### src/hdl/ped_pkg.sv
// Package: types and constants for the parabola envelope row pass.
`default_nettype none
package ped_pkg;
  localparam int unsigned DistW = 22;
  localparam int unsigned LenW = 11;
  localparam logic [DistW-1:0] DistMax = 22'h3FFFFF;

  localparam logic [0:0] CmdLoad = 1'b0;
  localparam logic [0:0] CmdDrain = 1'b1;

  localparam logic [0:0] RegRowLength = 1'b0;
  localparam logic [0:0] RegEmptyMarker = 1'b1;

  typedef enum logic [3:0] {
    StIdle,
    StLdRead,
    StLdWait,
    StLdCalc,
    StLdDiv,
    StLdCheck,
    StLdPush,
    StDrRead,
    StDrWait,
    StDrCheck,
    StDrOut,
    StOut
  } state_e;

  typedef struct packed {
    logic start;
    logic busy;
    logic done;
  } div_ctl_t;
endpackage
`default_nettype wire

### src/hdl/ped_div.sv
// Restoring divider, one quotient bit per cycle.
`default_nettype none
module ped_div
  import ped_pkg::*;
#(
  parameter int unsigned NW = 36,
  parameter int unsigned DW = 14
) (
  input  wire logic          clk_i,
  input  wire logic          rst_ni,
  input  wire logic          start_i,
  input  wire logic [NW-1:0] num_i,
  input  wire logic [DW-1:0] den_i,
  output div_ctl_t           ctl_o,
  output logic      [NW-1:0] quot_o
);
  localparam int unsigned CW = $clog2(NW + 1);

  logic [NW-1:0] quot_q, quot_d;
  logic [DW:0]   rem_q, rem_d;
  logic [DW-1:0] den_q, den_d;
  logic [CW-1:0] cnt_q, cnt_d;
  logic          busy_q, busy_d, done_q, done_d;
  logic [DW:0]   trial;
  logic [DW+1:0] sub;

  always_comb begin
    quot_d = quot_q;
    rem_d  = rem_q;
    den_d  = den_q;
    cnt_d  = cnt_q;
    busy_d = busy_q;
    done_d = 1'b0;
    trial  = {rem_q[DW-1:0], quot_q[NW-1]};
    sub    = {1'b0, trial} - {2'b00, den_q};
    if (start_i) begin
      quot_d = num_i;
      rem_d  = '0;
      den_d  = den_i;
      cnt_d  = CW'(NW);
      busy_d = 1'b1;
    end else if (busy_q) begin
      if (!sub[DW+1]) begin
        rem_d = sub[DW:0];
      end else begin
        rem_d = trial;
      end
      quot_d = {quot_q[NW-2:0], ~sub[DW+1]};
      cnt_d  = cnt_q - 1'b1;
      if (cnt_q == CW'(1)) begin
        busy_d = 1'b0;
        done_d = 1'b1;
      end
    end
  end

  always_ff @(posedge clk_i or negedge rst_ni) begin
    if (!rst_ni) begin
      busy_q <= 1'b0;
      done_q <= 1'b0;
      cnt_q  <= '0;
    end else begin
      busy_q <= busy_d;
      done_q <= done_d;
      cnt_q  <= cnt_d;
    end
  end

  always_ff @(posedge clk_i) begin
    quot_q <= quot_d;
    rem_q  <= rem_d;
    den_q  <= den_d;
  end

  assign ctl_o.start = start_i;
  assign ctl_o.busy  = busy_q;
  assign ctl_o.done  = done_q;
  assign quot_o      = quot_q;
endmodule
`default_nettype wire

### config.mk
export PLATFORM = sky130hd
export DESIGN_NAME = ped_div
export DESIGN_NICKNAME = d
export VERILOG_FILES = /design/src/hdl/ped_pkg.sv /design/src/hdl/ped_div.sv
export SDC_FILE = /design/constraint.sdc
export NUM_CORES = 1
export LEC_CHECK = 0
export BUFFER_PORTS_ARGS = -buffer_cell sky130_fd_sc_hd__buf_2
export CAP_MARGIN = 10
export CORE_MARGIN = 3
export CORE_UTILIZATION = 40
export CTS_CLUSTER_SIZE = 10
export DETAILED_ROUTE_END_ITERATION = 8
export HOLD_SLACK_MARGIN = 0.03
export SLEW_MARGIN = 30
export SYNTH_ARGS = -nofsm -noshare
export SYNTH_HDL_FRONTEND = slang
export SYNTH_SLANG_ARGS = --single-unit
### constraint.sdc
create_clock -name clk_i -period 3.7 [get_ports clk_i]
set_clock_uncertainty 0.15 [all_clocks]
set_input_delay 1.11 -clock clk_i [delete_from_list [all_inputs] [get_ports clk_i]]
set_output_delay 1.11 -clock clk_i [all_outputs]
set_load 0.05 [all_outputs]
==> flow_summary_export.csv <==
group,metric,value,unit
logic_synthesis,synth_area_leaders,"edfxtp_1, mux2_2, dfxtp_1, dfrtp_1, ha_1",
grt,antenna_found_initial,0,
grt,grtUsageTotal,14.4,%
timing,slew_headroom,56.3,%
clock_tree,cts_max_level,3,
clock_tree,cts.sinks,72,
clock_tree,clk_latency,0.34,ns
route,post-route-drc-count,0,
route,wl,7690,microns
placement,place.gp.congestion,0.782,
placement,post_dp_cell_area,4430,sq um
route,via_per_inst,4.94,
timing,fin_crit,2.97,ns
grt,use_met3,4.35,%
timing,fmax,337,MHz
setup_path,required,2.44,ns
clock_tree,numCtsBuffers,9,
die,pin_count,92,
logic_synthesis,synth_area,3870,sq um
pwr,pwr_density_cell,445,nW/um^2
setup_path,arrival,1.71,ns
clock_tree,cts_setup_buffers,0,
setup_path,path_buf_inv,2,
timing,tightest_slew,0.655,ns
timing,fin_setup_tns,0,ns
setup_path,critPathSlowestCell,"buf_2",
logic_synthesis,yosysTopAreaCellShare,38.8,%
finish,mostFrequentLayoutCell,"buf_2",
placement,hpwl,5500,microns
die,num_rows,35,
die,start_util,41.5,%
grt,overflow,0,
timing,finalMaxSlewViolations,0,
grt,grt.met1_usage,17.7,%
timing,finalSetupViolCount,0,
clock_tree,cts_buffer_depth,2,
logic_synthesis,syn_inst,319,
setup_path,cp-start-kind,"input port",
outcome,status,"finished clean",
logic_synthesis,synth-seq-area-share,51.2,%
flow_run,cap_violations,0,
timing,period_share,80.2,%
clock_tree,clockRootBuffer,"clkbuf_8",
die,fp.dieW,104,microns
die,dieArea,10900,sq um
finish,drive_gt1_share,39.2,%
setup_path,end_kind,"output pin",
clock_tree,postCtsResizedCells,0,
logic_synthesis,ys_seq_elements,72,
timing,rsz0062_at_grt,"false",
grt,met2_usage,24.4,%
logic_synthesis,synth-edff-count,50,
setup_path,cpPeakStageDelay,0.33,ns
logic_synthesis,synth_area_leader_cell,"edfxtp_1",
clock_tree,tritoncts,"done",
pwr,finalPower,2.06,mW
finish,area_delta_synth_final,19.3,%
grt,grt_max_degree,38,
die,coreArea,9330,sq um
die,die_h,104,microns
route,dr.pass1.iters,4,
grt,grt_pass1_vias,2623,
logic_synthesis,synth-warning-count,0,
min_path,hold_class,"flop to flop",
route,dr_total_vias,2677,
finish,antennaDiodeCount,0,
setup_path,cp_common_cell,"buf_2",
finish,final_cell_mix,"buf_2, edfxtp_1, mux2_2, inv_1, nor2_1",
clock_tree,path_clk_slew,0.08,ns
placement,io_buffers,91,
logic_synthesis,synth.avg_cell_area,12.1,sq um
grt,top_usage_layer,"met2",
timing,hold_viol,0,
route,drt_iter0_markers,141,
logic_synthesis,synth_flop_cell,"edfxtp_1",
logic_synthesis,yosysUniqueCellTypes,64,
logic_synthesis,synth.net_count,389,
pwr,leakagePower,1.96,nW
setup_path,crit_type,"input port to output pin",
finish,finalNetCount,478,
grt,grt_pass1_wl,12800,microns
setup_path,worstPathMaxFanout,15,
pwr,peakVddDrop,268,uV
route,ant_nets,0,
setup_path,worstPathCellList,"buf_2, buf_2",
route,wl_per_cell,14.2,microns
setup_path,critical-path-top-delay-family,"buffers and inverters",
clock_tree,cts_hold_buffers,0,
logic_synthesis,synth_async_sr_flop_share,11.1,%
finish,design_area,4620,sq um
## worst paths after layout
| path | start | end | slack [ns] | cells past startpoint |
|---|---|---|---|---|
| max in group asynchronous | rst_ni | cnt_q[0] | 2.79 | 1 |
| min in group asynchronous | rst_ni | cnt_q[4] | 0.45 | 1 |
| hold / removal | rem_q[13] | rem_q[13] | 0.35 | 1 |
| hold reg to reg | rem_q[13] | rem_q[13] | 0.35 | 1 |
| setup reg to reg | den_q[9] | rem_q[1] | 1.02 | 8 |
| setup / recovery | start_i | ctl_o[2] | 0.73 | 2 |
## kinds of logic after synthesis
group,synth area share (%)
AO/OA/AOI/OAI,11.3
XOR/XNOR,2.71
adder cells (fa/ha/maj),5.68
buffers and inverters,4.94
flip-flops,51.2
multiplexers,12.6
AND/OR/NAND/NOR,11.6
## sequential cells by signal, indices dropped and copies added, names as in the netlist
register	count
busy_q	1
rem_q	14
quot_o	36
cnt_q	6
done_q	1
den_q	14
## metal layers
layer | routed length, microns | vias to the layer above | part of all wire, %
li1 | - | 1344 | -
met1 | 3490 | 1271 | 45
met2 | 3750 | 52 | 49
met3 | 324 | 10 | 4.2
met4 | 129 | 0 | 1.7
met5 | 0 | - | 0
## cell type report
| type | count | area (sq um) |
|---|---|---|
| fill | 877 | 4710 |
| sequential | 72 | 1980 |
| multi-input combinational | 205 | 1700 |
| timing repair buffer | 96 | 493 |
| tap | 129 | 161 |
| clock buffer | 9 | 124 |
| inverter | 24 | 90.1 |
| clock inverter | 7 | 70.1 |
## synth_stat cells, types with 3 or more instances
master	number
nor3_1	3
dfrtp_1	8
nor2_1	22
a21oi_1	10
a211oi_1	6
dfxtp_1	14
buf_1	5
and3_1	3
mux2_2	36
nor3b_1	5
nand3_1	6
and2_1	3
xor2_1	3
ha_1	16
edfxtp_1	50
xnor2_1	9
or3_1	3
nand2b_1	5
a21o_1	3
mux2i_1	7
nand2_1	13
clkbuf_1	6
o21ai_0	3
inv_1	24
buf_4	5
nor2b_1	3
## metrics by stage
step,std cells,hold slack (ns),utilization (%),worst slack (ns)
floorplan,319,0.315,-,0.633
global placement,526,0.331,47.5,0.743
detailed placement,526,0.336,47.5,0.723
CTS,542,0.356,49.5,0.722
global route,542,0.382,49.5,0.681
finish,542,0.353,49.5,0.732
## power breakdown
part           internal [mW]  switching [mW]
Clock                  0.311           0.304
Combinational          0.163           0.299
Sequential             0.942          0.0383
Note: power is estimated with default switching activity, not from simulation.
